--- src/rtl/core/tamc_pkg.sv ---
// Shared types, widths and codes for the texel alpha mode classifier.
`timescale 1ns / 1ps

package tamc_pkg;

  // Fixed-point format of channels, coefficients and alpha.
  localparam int FRAC_BITS = 16;
  localparam int CHAN_W    = 20;
  localparam int NUM_CHAN  = 4;
  localparam int CHAN_SEL_W = $clog2(NUM_CHAN);

  // Stream payload widths.
  localparam int IN_TDATA_W  = NUM_CHAN * CHAN_W;
  localparam int OUT_COUNT_W = 24;
  localparam int DEC_W       = 2;
  localparam int OUT_TDATA_W = ((DEC_W + 3 * OUT_COUNT_W + 7) / 8) * 8;

  // Configuration port.
  localparam int CFG_INDEX_W = 3;
  localparam int CFG_DATA_W  = 20;
  localparam int CCOUNT_W    = 3;

  localparam logic [CFG_INDEX_W-1:0] REG_COEF_RED     = 3'd0;
  localparam logic [CFG_INDEX_W-1:0] REG_COEF_GREEN   = 3'd1;
  localparam logic [CFG_INDEX_W-1:0] REG_COEF_BLUE    = 3'd2;
  localparam logic [CFG_INDEX_W-1:0] REG_COEF_ALPHA   = 3'd3;
  localparam logic [CFG_INDEX_W-1:0] REG_ALPHA_OFFSET = 3'd4;
  localparam logic [CFG_INDEX_W-1:0] REG_CONST_FACTOR = 3'd5;
  localparam logic [CFG_INDEX_W-1:0] REG_CHAN_COUNT   = 3'd6;
  localparam logic [CFG_INDEX_W-1:0] REG_BYTE_FORMAT  = 3'd7;

  // Decision codes.
  localparam logic [DEC_W-1:0] DEC_KEEP_BLEND = 2'd0;
  localparam logic [DEC_W-1:0] DEC_OPAQUE     = 2'd1;
  localparam logic [DEC_W-1:0] DEC_MASK       = 2'd2;

  localparam int DEFAULT_COUNT_BITS = 24;

  // Datapath widths: accumulator of four 20x20 products, pre-scale alpha,
  // shared multiplier product and final rounded alpha.
  localparam int ACC_W   = 2 * CHAN_W + 2;
  localparam int ALPHA_W = ACC_W - FRAC_BITS + 1;
  localparam int PROD_W  = ALPHA_W + CHAN_W;
  localparam int FIN_W   = PROD_W - FRAC_BITS;

  localparam longint ONE_Q   = longint'(1) << FRAC_BITS;
  localparam longint HALF_Q  = longint'(1) << (FRAC_BITS - 1);
  localparam longint T_MAX_Q = (longint'(3) << FRAC_BITS) / 510;
  localparam longint O_MIN_Q = ONE_Q - T_MAX_Q;

  // Commands from the controller to the datapath.
  typedef struct packed {
    logic                  load;      // capture the input beat, clear the accumulator
    logic                  mul;       // shared multiplier computes a product
    logic                  scale;     // multiplier operands: alpha and constant factor
    logic [CHAN_SEL_W-1:0] sel;       // channel for the dot product
    logic                  acc_en;    // add the last product to the accumulator
    logic                  round_en;  // round the sum and add the offset
    logic                  count_en;  // classify alpha and update the counters
    logic                  report;    // load the result register, clear the counters
  } cmd_t;

  typedef struct packed {
    logic last;
  } status_t;

endpackage

--- src/rtl/core/tamc_ctrl.sv ---
// Controller state machine sequencing one texel through the shared multiplier.
`timescale 1ns / 1ps

module tamc_ctrl (
  input  logic               clk,
  input  logic               rst,
  input  logic               in_valid,
  output logic               in_ready,
  output logic               out_valid,
  input  logic               out_ready,
  input  tamc_pkg::status_t  status,
  output tamc_pkg::cmd_t     cmd
);

  typedef enum logic [2:0] {
    ST_IDLE,
    ST_MAC,
    ST_ACC,
    ST_ROUND,
    ST_SCALE,
    ST_COUNT,
    ST_REPORT
  } state_t;

  state_t                              state;
  state_t                              state_next;
  logic [tamc_pkg::CHAN_SEL_W-1:0]     cnt;
  logic                                can_load;

  assign in_ready = (state == ST_IDLE) && !rst;
  assign can_load = !out_valid || out_ready;

  always_comb begin
    cmd        = '0;
    cmd.sel    = cnt;
    state_next = state;
    case (state)
      ST_IDLE: begin
        cmd.load = in_valid;
        if (in_valid) begin
          state_next = ST_MAC;
        end
      end
      ST_MAC: begin
        cmd.mul    = 1'b1;
        cmd.acc_en = (cnt != '0);
        if (cnt == tamc_pkg::CHAN_SEL_W'(tamc_pkg::NUM_CHAN - 1)) begin
          state_next = ST_ACC;
        end
      end
      ST_ACC: begin
        cmd.acc_en = 1'b1;
        state_next = ST_ROUND;
      end
      ST_ROUND: begin
        cmd.round_en = 1'b1;
        state_next   = ST_SCALE;
      end
      ST_SCALE: begin
        cmd.mul    = 1'b1;
        cmd.scale  = 1'b1;
        state_next = ST_COUNT;
      end
      ST_COUNT: begin
        cmd.count_en = 1'b1;
        state_next   = status.last ? ST_REPORT : ST_IDLE;
      end
      ST_REPORT: begin
        // The previous report must have left the result register first.
        cmd.report = can_load;
        if (can_load) begin
          state_next = ST_IDLE;
        end
      end
      default: begin
        state_next = ST_IDLE;
      end
    endcase
  end

  always_ff @(posedge clk) begin
    if (rst) begin
      state     <= ST_IDLE;
      cnt       <= '0;
      out_valid <= 1'b0;
    end else begin
      state <= state_next;
      if (state == ST_MAC) begin
        cnt <= cnt + 1'b1;
      end else begin
        cnt <= '0;
      end
      if (cmd.report) begin
        out_valid <= 1'b1;
      end else if (out_ready) begin
        out_valid <= 1'b0;
      end
    end
  end

endmodule

--- src/rtl/core/tamc_datapath.sv ---
// Datapath: configuration registers, shared multiplier, accumulator and counters.
`timescale 1ns / 1ps

module tamc_datapath #(
  parameter int COUNT_BITS = tamc_pkg::DEFAULT_COUNT_BITS
) (
  input  logic                                 clk,
  input  logic                                 rst,
  input  logic                                 cfg_we,
  input  logic [tamc_pkg::CFG_INDEX_W-1:0]     cfg_index,
  input  logic [tamc_pkg::CFG_DATA_W-1:0]      cfg_data,
  input  logic [tamc_pkg::IN_TDATA_W-1:0]      in_data,
  input  logic                                 in_last,
  input  tamc_pkg::cmd_t                       cmd,
  output tamc_pkg::status_t                    status,
  output logic [tamc_pkg::OUT_TDATA_W-1:0]     out_data
);

  localparam int CW  = tamc_pkg::CHAN_W;
  localparam int DW  = COUNT_BITS + 8;
  localparam int PAD = tamc_pkg::OUT_TDATA_W - tamc_pkg::DEC_W - 3 * tamc_pkg::OUT_COUNT_W;

  localparam logic signed [tamc_pkg::FIN_W-1:0] T_MAX_S = tamc_pkg::FIN_W'(tamc_pkg::T_MAX_Q);
  localparam logic signed [tamc_pkg::FIN_W-1:0] O_MIN_S = tamc_pkg::FIN_W'(tamc_pkg::O_MIN_Q);
  localparam logic [COUNT_BITS-1:0]             CNT_MAX = '1;

  // Byte b scaled to Q.16 with rounding: b * 65536 / 255 = b * 257 + b / 255,
  // so the rounded quotient is b * 257 plus one when b is 128 or more.
  function automatic logic signed [CW-1:0] byte_to_q(input logic [7:0] b);
    return CW'({b, b}) + CW'(b[7]);
  endfunction

  function automatic logic [COUNT_BITS-1:0] sat_inc(input logic [COUNT_BITS-1:0] c);
    return (c == CNT_MAX) ? c : c + 1'b1;
  endfunction

  // Configuration.
  logic signed [CW-1:0]                coef [tamc_pkg::NUM_CHAN];
  logic signed [CW-1:0]                offset;
  logic signed [CW-1:0]                factor;
  logic [tamc_pkg::CCOUNT_W-1:0]       chan_count;
  logic                                byte_format;

  // Working registers.
  logic signed [CW-1:0]                chan [tamc_pkg::NUM_CHAN];
  logic                                last;
  logic signed [tamc_pkg::PROD_W-1:0]  prod;
  logic signed [tamc_pkg::ACC_W-1:0]   acc;
  logic signed [tamc_pkg::ALPHA_W-1:0] alpha;
  logic [COUNT_BITS-1:0]               seen_total;
  logic [COUNT_BITS-1:0]               seen_transparent;
  logic [COUNT_BITS-1:0]               seen_opaque;

  logic [tamc_pkg::CCOUNT_W-1:0]       nc_eff;
  logic signed [CW-1:0]                chan_val;
  logic signed [tamc_pkg::ALPHA_W-1:0] op_a;
  logic signed [CW-1:0]                op_b;
  logic signed [tamc_pkg::ACC_W-1:0]   acc_bias;
  logic signed [tamc_pkg::ACC_W-tamc_pkg::FRAC_BITS-1:0] acc_rnd;
  logic signed [tamc_pkg::PROD_W-1:0]  prod_bias;
  logic signed [tamc_pkg::FIN_W-1:0]   alpha_fin;
  logic                                is_trans;
  logic                                is_opq;
  logic [DW-1:0]                       to_sum;
  logic [DW-1:0]                       tot_ext;
  logic [DW-1:0]                       to_x100;
  logic [DW-1:0]                       tot_x99;
  logic [tamc_pkg::DEC_W-1:0]          decision;

  assign status.last = last;

  // Channel count outside one to four is clamped.
  always_comb begin
    if (chan_count == '0) begin
      nc_eff = tamc_pkg::CCOUNT_W'(1);
    end else if (chan_count > tamc_pkg::CCOUNT_W'(tamc_pkg::NUM_CHAN)) begin
      nc_eff = tamc_pkg::CCOUNT_W'(tamc_pkg::NUM_CHAN);
    end else begin
      nc_eff = chan_count;
    end
  end

  // Missing channels are zero, except alpha which is one.
  always_comb begin
    if (tamc_pkg::CCOUNT_W'(cmd.sel) < nc_eff) begin
      chan_val = byte_format ? byte_to_q(chan[cmd.sel][7:0]) : chan[cmd.sel];
    end else if (cmd.sel == tamc_pkg::CHAN_SEL_W'(tamc_pkg::NUM_CHAN - 1)) begin
      chan_val = CW'(tamc_pkg::ONE_Q);
    end else begin
      chan_val = '0;
    end
  end

  assign op_a = cmd.scale ? alpha : tamc_pkg::ALPHA_W'(chan_val);
  assign op_b = cmd.scale ? factor : coef[cmd.sel];

  // Round half up by adding one half and flooring.
  assign acc_bias  = acc + tamc_pkg::ACC_W'(tamc_pkg::HALF_Q);
  assign acc_rnd   = acc_bias[tamc_pkg::ACC_W-1:tamc_pkg::FRAC_BITS];
  assign prod_bias = prod + tamc_pkg::PROD_W'(tamc_pkg::HALF_Q);
  assign alpha_fin = prod_bias[tamc_pkg::PROD_W-1:tamc_pkg::FRAC_BITS];
  assign is_trans  = (alpha_fin <= T_MAX_S);
  assign is_opq    = (alpha_fin >= O_MIN_S);

  // Mask test: 100 * (transparent + opaque) >= 99 * total, by shifts and adds.
  assign to_sum  = DW'(seen_transparent) + DW'(seen_opaque);
  assign tot_ext = DW'(seen_total);
  assign to_x100 = (to_sum << 6) + (to_sum << 5) + (to_sum << 2);
  assign tot_x99 = (tot_ext << 6) + (tot_ext << 5) + (tot_ext << 1) + tot_ext;

  always_comb begin
    if (seen_opaque == seen_total) begin
      decision = tamc_pkg::DEC_OPAQUE;
    end else if ((seen_transparent != '0) && (to_x100 >= tot_x99)) begin
      decision = tamc_pkg::DEC_MASK;
    end else begin
      decision = tamc_pkg::DEC_KEEP_BLEND;
    end
  end

  always_ff @(posedge clk) begin
    if (rst) begin
      coef[0]     <= '0;
      coef[1]     <= '0;
      coef[2]     <= '0;
      coef[3]     <= CW'(tamc_pkg::ONE_Q);
      offset      <= '0;
      factor      <= CW'(tamc_pkg::ONE_Q);
      chan_count  <= tamc_pkg::CCOUNT_W'(tamc_pkg::NUM_CHAN);
      byte_format <= 1'b1;
    end else if (cfg_we) begin
      case (cfg_index)
        tamc_pkg::REG_COEF_RED:     coef[0]     <= cfg_data;
        tamc_pkg::REG_COEF_GREEN:   coef[1]     <= cfg_data;
        tamc_pkg::REG_COEF_BLUE:    coef[2]     <= cfg_data;
        tamc_pkg::REG_COEF_ALPHA:   coef[3]     <= cfg_data;
        tamc_pkg::REG_ALPHA_OFFSET: offset      <= cfg_data;
        tamc_pkg::REG_CONST_FACTOR: factor      <= cfg_data;
        tamc_pkg::REG_CHAN_COUNT:   chan_count  <= cfg_data[tamc_pkg::CCOUNT_W-1:0];
        tamc_pkg::REG_BYTE_FORMAT:  byte_format <= cfg_data[0];
        default: ;
      endcase
    end
  end

  always_ff @(posedge clk) begin
    if (cmd.load) begin
      for (int i = 0; i < tamc_pkg::NUM_CHAN; i++) begin
        chan[i] <= in_data[i*CW +: CW];
      end
      last <= in_last;
    end
    if (cmd.mul) begin
      prod <= op_a * op_b;
    end
    if (cmd.load) begin
      acc <= '0;
    end else if (cmd.acc_en) begin
      acc <= acc + tamc_pkg::ACC_W'(prod);
    end
    if (cmd.round_en) begin
      alpha <= tamc_pkg::ALPHA_W'(acc_rnd) + tamc_pkg::ALPHA_W'(offset);
    end
    if (cmd.report) begin
      out_data <= {PAD'(0),
                   tamc_pkg::OUT_COUNT_W'(seen_total),
                   tamc_pkg::OUT_COUNT_W'(seen_opaque),
                   tamc_pkg::OUT_COUNT_W'(seen_transparent),
                   decision};
    end
  end

  always_ff @(posedge clk) begin
    if (rst) begin
      seen_total       <= '0;
      seen_transparent <= '0;
      seen_opaque      <= '0;
    end else if (cmd.report) begin
      seen_total       <= '0;
      seen_transparent <= '0;
      seen_opaque      <= '0;
    end else if (cmd.count_en) begin
      seen_total <= sat_inc(seen_total);
      if (is_trans) begin
        seen_transparent <= sat_inc(seen_transparent);
      end else if (is_opq) begin
        seen_opaque <= sat_inc(seen_opaque);
      end
    end
  end

endmodule

--- src/rtl/core/texel_alpha_mode_classifier.sv ---
// Top level of the texel alpha mode classifier: controller, datapath and checks.
`timescale 1ns / 1ps

// Usage
// The slave stream takes one texel per beat: four 20-bit channels in tdata and
// tlast on the final texel of an image. Each texel's alpha is the weighted sum
// of its channels plus an offset, scaled by a constant factor, and is counted
// as transparent, opaque or neither. The beat carrying tlast produces one
// master beat with the decision and the three counts; other texels produce none.
// The configuration channel writes one register per beat and is ready whenever
// reset is low; it should be written only while the block is idle.
// Sequence: after the accept, a texel passes the states MAC, ACC, ROUND, SCALE
// and COUNT; the single shared 20x27 multiplier is used once per channel and
// once for the factor. The last texel of an image then passes a REPORT state,
// which loads the registered report. No new texel is taken until the last is through.
// A finished report waits in the output register; the next texel is accepted
// meanwhile, and only a following last texel waits for the register to empty.
// Reset restores the register defaults, clears the counters and drops any
// pending report.

module texel_alpha_mode_classifier #(
  parameter int COUNT_BITS = tamc_pkg::DEFAULT_COUNT_BITS
) (
  input  logic                               clk,
  input  logic                               rst,
  input  logic                               s_axis_tvalid,
  output logic                               s_axis_tready,
  // chan_zero [19:0], chan_one [39:20], chan_two [59:40], chan_three [79:60]
  input  logic [tamc_pkg::IN_TDATA_W-1:0]    s_axis_tdata,
  input  logic                               s_axis_tlast,
  output logic                               m_axis_tvalid,
  input  logic                               m_axis_tready,
  // decision [1:0], transparent_count [25:2], opaque_count [49:26],
  // total_count [73:50], zero [79:74]
  output logic [tamc_pkg::OUT_TDATA_W-1:0]   m_axis_tdata,
  input  logic                               cfg_valid,
  output logic                               cfg_ready,
  input  logic [tamc_pkg::CFG_INDEX_W-1:0]   cfg_index,
  input  logic [tamc_pkg::CFG_DATA_W-1:0]    cfg_data
);

  tamc_pkg::cmd_t    cmd;
  tamc_pkg::status_t status;

  assign cfg_ready = !rst;

  tamc_ctrl u_ctrl (
    .clk       (clk),
    .rst       (rst),
    .in_valid  (s_axis_tvalid),
    .in_ready  (s_axis_tready),
    .out_valid (m_axis_tvalid),
    .out_ready (m_axis_tready),
    .status    (status),
    .cmd       (cmd)
  );

  tamc_datapath #(
    .COUNT_BITS (COUNT_BITS)
  ) u_datapath (
    .clk       (clk),
    .rst       (rst),
    .cfg_we    (cfg_valid && cfg_ready),
    .cfg_index (cfg_index),
    .cfg_data  (cfg_data),
    .in_data   (s_axis_tdata),
    .in_last   (s_axis_tlast),
    .cmd       (cmd),
    .status    (status),
    .out_data  (m_axis_tdata)
  );

  // Only one texel is in flight: after a beat is taken the input closes.
  a_one_in_flight: assert property (@(posedge clk) disable iff (rst)
    (s_axis_tvalid && s_axis_tready) |=> !s_axis_tready)
    else $error("input accepted a second texel while one is in flight");

  // A report is only produced for a texel marked last.
  a_report_on_last: assert property (@(posedge clk) disable iff (rst)
    cmd.report |-> status.last)
    else $error("report issued for a texel not marked last");

  // A report never overwrites one that is still waiting.
  a_no_overwrite: assert property (@(posedge clk) disable iff (rst)
    (m_axis_tvalid && !m_axis_tready) |-> !cmd.report)
    else $error("pending report overwritten");

  // The decision field carries only defined codes.
  a_decision_code: assert property (@(posedge clk) disable iff (rst)
    m_axis_tvalid |-> (m_axis_tdata[1:0] == tamc_pkg::DEC_KEEP_BLEND ||
                       m_axis_tdata[1:0] == tamc_pkg::DEC_OPAQUE ||
                       m_axis_tdata[1:0] == tamc_pkg::DEC_MASK))
    else $error("undefined decision code on output");

endmodule
--- config.mk ---
export PLATFORM = sky130hd
export DESIGN_NAME = texel_alpha_mode_classifier
export DESIGN_NICKNAME = d
export VERILOG_FILES = /design/src/rtl/core/tamc_pkg.sv /design/src/rtl/core/tamc_ctrl.sv /design/src/rtl/core/tamc_datapath.sv /design/src/rtl/core/texel_alpha_mode_classifier.sv
export SDC_FILE = /design/constraint.sdc
export NUM_CORES = 2
export LEC_CHECK = 0
export BUFFER_PORTS_ARGS = -buffer_cell sky130_fd_sc_hd__buf_4
export CAP_MARGIN = 25
export CORE_AREA = 3 3 290 292
export CTS_CLUSTER_DIAMETER = 40
export DETAILED_ROUTE_END_ITERATION = 10
export DIE_AREA = 0 0 293 295
export PLACE_DENSITY = 0.76
export SYNTH_ARGS = -nofsm -noshare
export SYNTH_HDL_FRONTEND = slang
export SYNTH_HIERARCHICAL = 1
export SYNTH_SLANG_ARGS = --single-unit
--- constraint.sdc ---
create_clock -name clk -period 26.1 [get_ports clk]
set_input_delay 5.22 -clock clk [delete_from_list [all_inputs] [get_ports clk]]
set_output_delay 5.22 -clock clk [all_outputs]
set_load 0.02 [all_outputs]
After elaboration in Yosys (flattened, before gate mapping)
Memory sizes are Yosys's and may differ from the RTL's. A register that Yosys moved wholly into a read port is not among the register bits.
Index checks and enable logic that the tools add are counted.

storage, ports and cells
  register bits = 313
  bits in writable memories = 160
  output and inout port bits = 83
  memories kept = 2

memory list
  memory           depth  bits a word  rd ports  clocked after memory_dff  wr ports  line                 source
  u_datapath.chan  4      20           1         1                         4         tamc_datapath.sv:45  logic signed [CW-1:0] chan [tamc_pkg::NUM_CHAN];
  u_datapath.coef  4      20           1         1                         4         tamc_datapath.sv:38  logic signed [CW-1:0] coef [tamc_pkg::NUM_CHAN];

cells by class
  add/sub/neg operators = 15
  $mul = 1
  magnitude comparators = 5
  equal/unequal tests = 21
  muxes and demuxes = 48
  bitwise gates (word level) = 9
  reduce and logical (&&, ||, !) cells = 23

operators by type and width
  cell                      number
  $mux W20                  7
  $add A24 B1 Y24 const B   3
  $eq A24 B24 Y1 const B    3
  $add A32 B32 Y32          2
  $add A47 B17 Y47 const B  1
  $mul A27 B20 Y47          1
  $add A42 B17 Y42 const B  1
  $add A42 B42 Y42          1
  $add A32 B24 Y32          1
  $add A32 B25 Y32          1
  $ge A32 B32 Y1            1
  $add A30 B29 Y31          1
  $ge A31 B17 Y1 const B    1
  $le A31 B10 Y1 const B    1
  $mux W1                   28
  $add A26 B20 Y27          1
  $mux W27                  1
  $add A24 B24 Y25          1
  $eq A24 B24 Y1            1
  $reduce_bool A24 Y1       1
  $eq A3 B3 Y1 const B      7
  $pmux W3 S7               1
  $mux W3                   6
  $add A16 B1 Y17           1
  22 further kinds          49

Logic depth before layout (Yosys ltp)
  word-level depth = 7
  mapped depth = 35
  gate-level depth less buffers = 33

By module
The synthesis kept the hierarchy.

by module, submodules not included
  module                       instances  cells an instance  area an instance (µm²)  seq. area each (µm²)
  tamc_datapath                1          4937               47554.4                 12441.9
  tamc_ctrl                    1          48                 402.9                   120.1
  texel_alpha_mode_classifier  1          2                  10.0                    0.0

Worst setup path before layout
Ideal clock, no wire load.

  path kind = input to register
  start point = input s_axis_tvalid
  end point = register u_datapath/acc[40] in the netlist's numbering
  setup time = 0.132 ns
  arrival = 14.678 ns
  data required time = 25.968 ns
  setup slack = 11.290 ns
  cell stages on the path = 6
  buffers on the path = 1
  cell sequence = nor4b_1 > clkbuf_1 > inv_1 > and3_1 > o211ai_1 > or3b_2

on the way
  longest elaborated chain between the ends = 1

ends and longest elaborated chain
  item                  line                               source
  start, declared       texel_alpha_mode_classifier.sv:26  input logic s_axis_tvalid,
  $mux W1               tamc_ctrl.sv:37                    case (state)
  end signal, assigned  tamc_datapath.sv:159               acc <= acc + tamc_pkg::ACC_W'(prod);
  end, declared         tamc_datapath.sv:48                logic signed [tamc_pkg::ACC_W-1:0] acc;

No other way between the ends.
A chain may end at the register's enable or synchronous reset.

Worst setup path after layout
  start point = input rst
  end point = output s_axis_tready

on the way
  longest elaborated chain between the ends = 2

ends and longest elaborated chain
  item                 line                               source
  start, declared      texel_alpha_mode_classifier.sv:25  input logic rst,
  $logic_not A1 Y1     tamc_ctrl.sv:30                    assign in_ready = (state == ST_IDLE) && !rst;
  $logic_and A1 B1 Y1  tamc_ctrl.sv:30
  end, declared        texel_alpha_mode_classifier.sv:27  output logic s_axis_tready,

No other way between the ends.

==> flow_summary.ini <==
[synth]
syn_area_sq_mm = 0.0480
ys_seq_area_share_pct = 26.2
ys.flop_type = edfxtp_1
synth_cell_types = 87
synth.avg_cell_area_sq_um = 9.62
synth_edf_count = 309
synth_seq_cells = 473
async_flop_share_pct = 0
syn_inst = 4987
ys_warn_count = 6

[grt]
grtUsageTotal_pct = 30.6
grt_use_met3_pct = 6.75
grt_start_max_net_pins = 81
grtUsageMet2_pct = 49.0
grt_pass1_vias = 38000
antenna_found_initial = 1
globalRouteMet1Util_pct = 39.4
grt_overflow = 0
grt_pass1_wl_um = 206000
busiest_layer = met2

[sta]
setup_violations = 0
tightest_slew_ns = 1.11
finalHoldViolCount = 0
finClkSkew_ns = 0.0473
rsz0062_at_grt = false
max_slew_margin_pct = 26.0
fmax_ghz = 0.0887
finalCritPeriodShare_pct = 43.2
slew_violations = 0
post-route-min-period_ns = 11.27
finalSetupTns_ns = 0

[cts]
post-cts-setup-buffer-count = 0
clockBufferDepth = 3
htreeDepth = 3
cts_buffers = 76
cts_resized = 0
clock_latency_ns = 0.65
root_buffer = clkbuf_16
clkTransAtPathRegs_ns = 0.05
clock-sinks = 473
tritoncts = done
hold_buffers = 0

[finish]
final_area_sq_mm = 0.0533
syn2layout_area_growth_pct = 11.2
drive_above_1_share_pct = 8.83
nNetsFinal = 6210
fill_cells = 6407
n_antenna_cell = 0

[place]
place_congestion = 0.953
port_buffers = 185
hpwl_um = 97900
dpl_cell_area_sq_mm = 0.0505

[floorplanning]
dieArea_sq_mm = 0.0864
io_pins = 192
die_x_um = 293
start_util_pct = 58.6
die_height_um = 295
core_sq_mm = 0.0818
num_rows = 105

[setup_path]
cp_top_family = buffers and inverters
cp-start-kind = primary input
worst_ep_required_time_ns = 20.88
cp_slowest_cell = buf_4
critPathKind = primary input to primary output
critical_path.endpoint_type = primary output
crit_top_cell = buf_4
cp.buffers_inverters = 2
critPathMaxStageDelay_ns = 0.51
worst-path-max-fanout = 59
arrival_ns = 6.05
path_cells = buf_4, nor4_1, buf_4

[run]
cap_violations = 0

[route]
viasPerCell = 5.90
drt_iter0_drc = 3368
finalWirelength_um = 129000
dr.pass1.iters = 6
vias = 37100
ant_nets = 0
drcViolationCount = 0
wire_per_inst_um = 20.5

[min_path]
hp-class = flip-flop to flip-flop

[outcome]
outcome = finished, final reports clean
## sequential cells by signal, summed over array words and instances, names as in the netlist, 2 cells and up
signal,cells
u_datapath/chan,80
u_datapath/coef,80
u_datapath/out_data,74
u_datapath/prod,47
u_datapath/acc,42
u_datapath/alpha,27
u_datapath/seen_opaque,24
u_datapath/seen_total,24
u_datapath/seen_transparent,24
u_datapath/factor,20
u_datapath/offset,20
u_ctrl/state,3
u_datapath/chan_count,3
u_ctrl/cnt,2
## layer usage
layer / vias to the layer above / wire (um)
met3: 396 / 12800
met4: 0 / 7360
met2: 1803 / 59500
li1: 16700 / -
met5: - / 0
met1: 18200 / 49100
## cell usage after synthesis (17+ instances only)
| master | count | area, sq um |
|---|---|---|
| and2_1 | 103 | 644 |
| mux4_2 | 37 | 833 |
| or3_1 | 22 | 138 |
| nand3_1 | 75 | 375 |
| xnor2_1 | 205 | 1800 |
| a21o_1 | 79 | 593 |
| xor2_1 | 89 | 780 |
| nand4_1 | 40 | 250 |
| o21bai_1 | 31 | 233 |
| nand2_1 | 530 | 1990 |
| o21ai_1 | 17 | 85.1 |
| o21ai_0 | 117 | 586 |
| a31oi_1 | 23 | 144 |
| o21a_1 | 38 | 285 |
| clkbuf_1 | 134 | 503 |
| mux2i_1 | 37 | 370 |
| and3_1 | 52 | 325 |
| nor2b_1 | 19 | 119 |
| nor3_1 | 69 | 345 |
| inv_1 | 767 | 2880 |
| nand2b_1 | 62 | 388 |
| a211oi_1 | 24 | 180 |
| nor4_1 | 25 | 156 |
| nor2_1 | 500 | 1880 |
| fa_1 | 610 | 12200 |
| a21oi_1 | 247 | 1240 |
| edfxtp_1 | 309 | 9280 |
| ha_1 | 342 | 4280 |
| dfxtp_1 | 164 | 3280 |
## cell usage in the layout (no fill, tap or decap), types with 9 or more instances in the layout
master	netlist	routed
and2_1	103	103
o21ai_1	17	17
xor2_1	89	89
dfxtp_1	164	162
or2_2	12	12
nor3_1	69	68
mux4_2	37	37
a211o_1	9	9
ha_1	342	342
edfxtp_1	309	309
and3_1	52	51
nand2_1	530	530
inv_1	767	767
o21ai_0	117	116
or3_1	22	22
a21boi_0	9	9
o21a_1	38	38
xnor2_1	205	205
nor2b_1	19	19
clkbuf_16	0	77
a21o_1	79	79
inv_6	0	15
nand3_1	75	75
mux2i_1	37	32
nor4_1	25	25
and4_1	14	14
nor2_1	500	499
nand2b_1	62	62
o31ai_1	14	14
a211oi_1	24	24
fa_1	610	610
a21oi_1	247	245
o21bai_1	31	31
buf_4	9	233
nand4_1	40	40
a31oi_1	23	23
## final timing paths
kind                         from                    to  slack, ns  cells past startpoint
max                           rst         s_axis_tready      14.83                      3
min          u_datapath/factor[8]  u_datapath/factor[8]       0.46                      2
max reg2reg         u_ctrl/cnt[0]   u_datapath/prod[43]      15.50                     29
min reg2reg  u_datapath/factor[8]  u_datapath/factor[8]       0.46                      2
## kinds of logic after synthesis
logic type	after synthesis	share of synthesized area, %
DFF	473	26.2
adders and majority gates	952	34.4
other	1	0.00782
and+or+nand+nor	1555	14.8
xor gates and xnor gates	294	5.37
AOI/OAI and AO/OA	702	9.23
muxes	78	2.60
buffers and inverters	932	7.41
## worst min-delay path: stages (launching register included)
cell and delay (ns):
dfxtp_1 0.31, nand2_1 0.05, a21oi_1 0.05
## cell type report
cell class	instances	area, sq um	area share [%]
multi-input cells	3587	31900	59.9
flip-flops and latches	473	12600	23.6
inverters	768	2880	5.40
clock buffers	88	2010	3.76
repair buffers	243	1960	3.67
well taps	1070	1340	2.51
clock inverters	53	643	1.21
## through the flow
step	worst slack, ns	util (%)	hold slack (ns)	std cells
2_1_floorplan	11.29	-	0.432	4992
3_3_place_gp	14.86	61.6	0.442	6125
3_5_place_dp	14.85	61.7	0.448	6128
4_1_cts	14.84	64.9	0.456	6269
5_1_grt	14.78	65.2	0.478	6282
6_report	14.83	65.2	0.458	6282
Power is left out: the tool's default activity adds up to more than one toggle a clock period on the data nets, which glitch-free logic cannot reach.
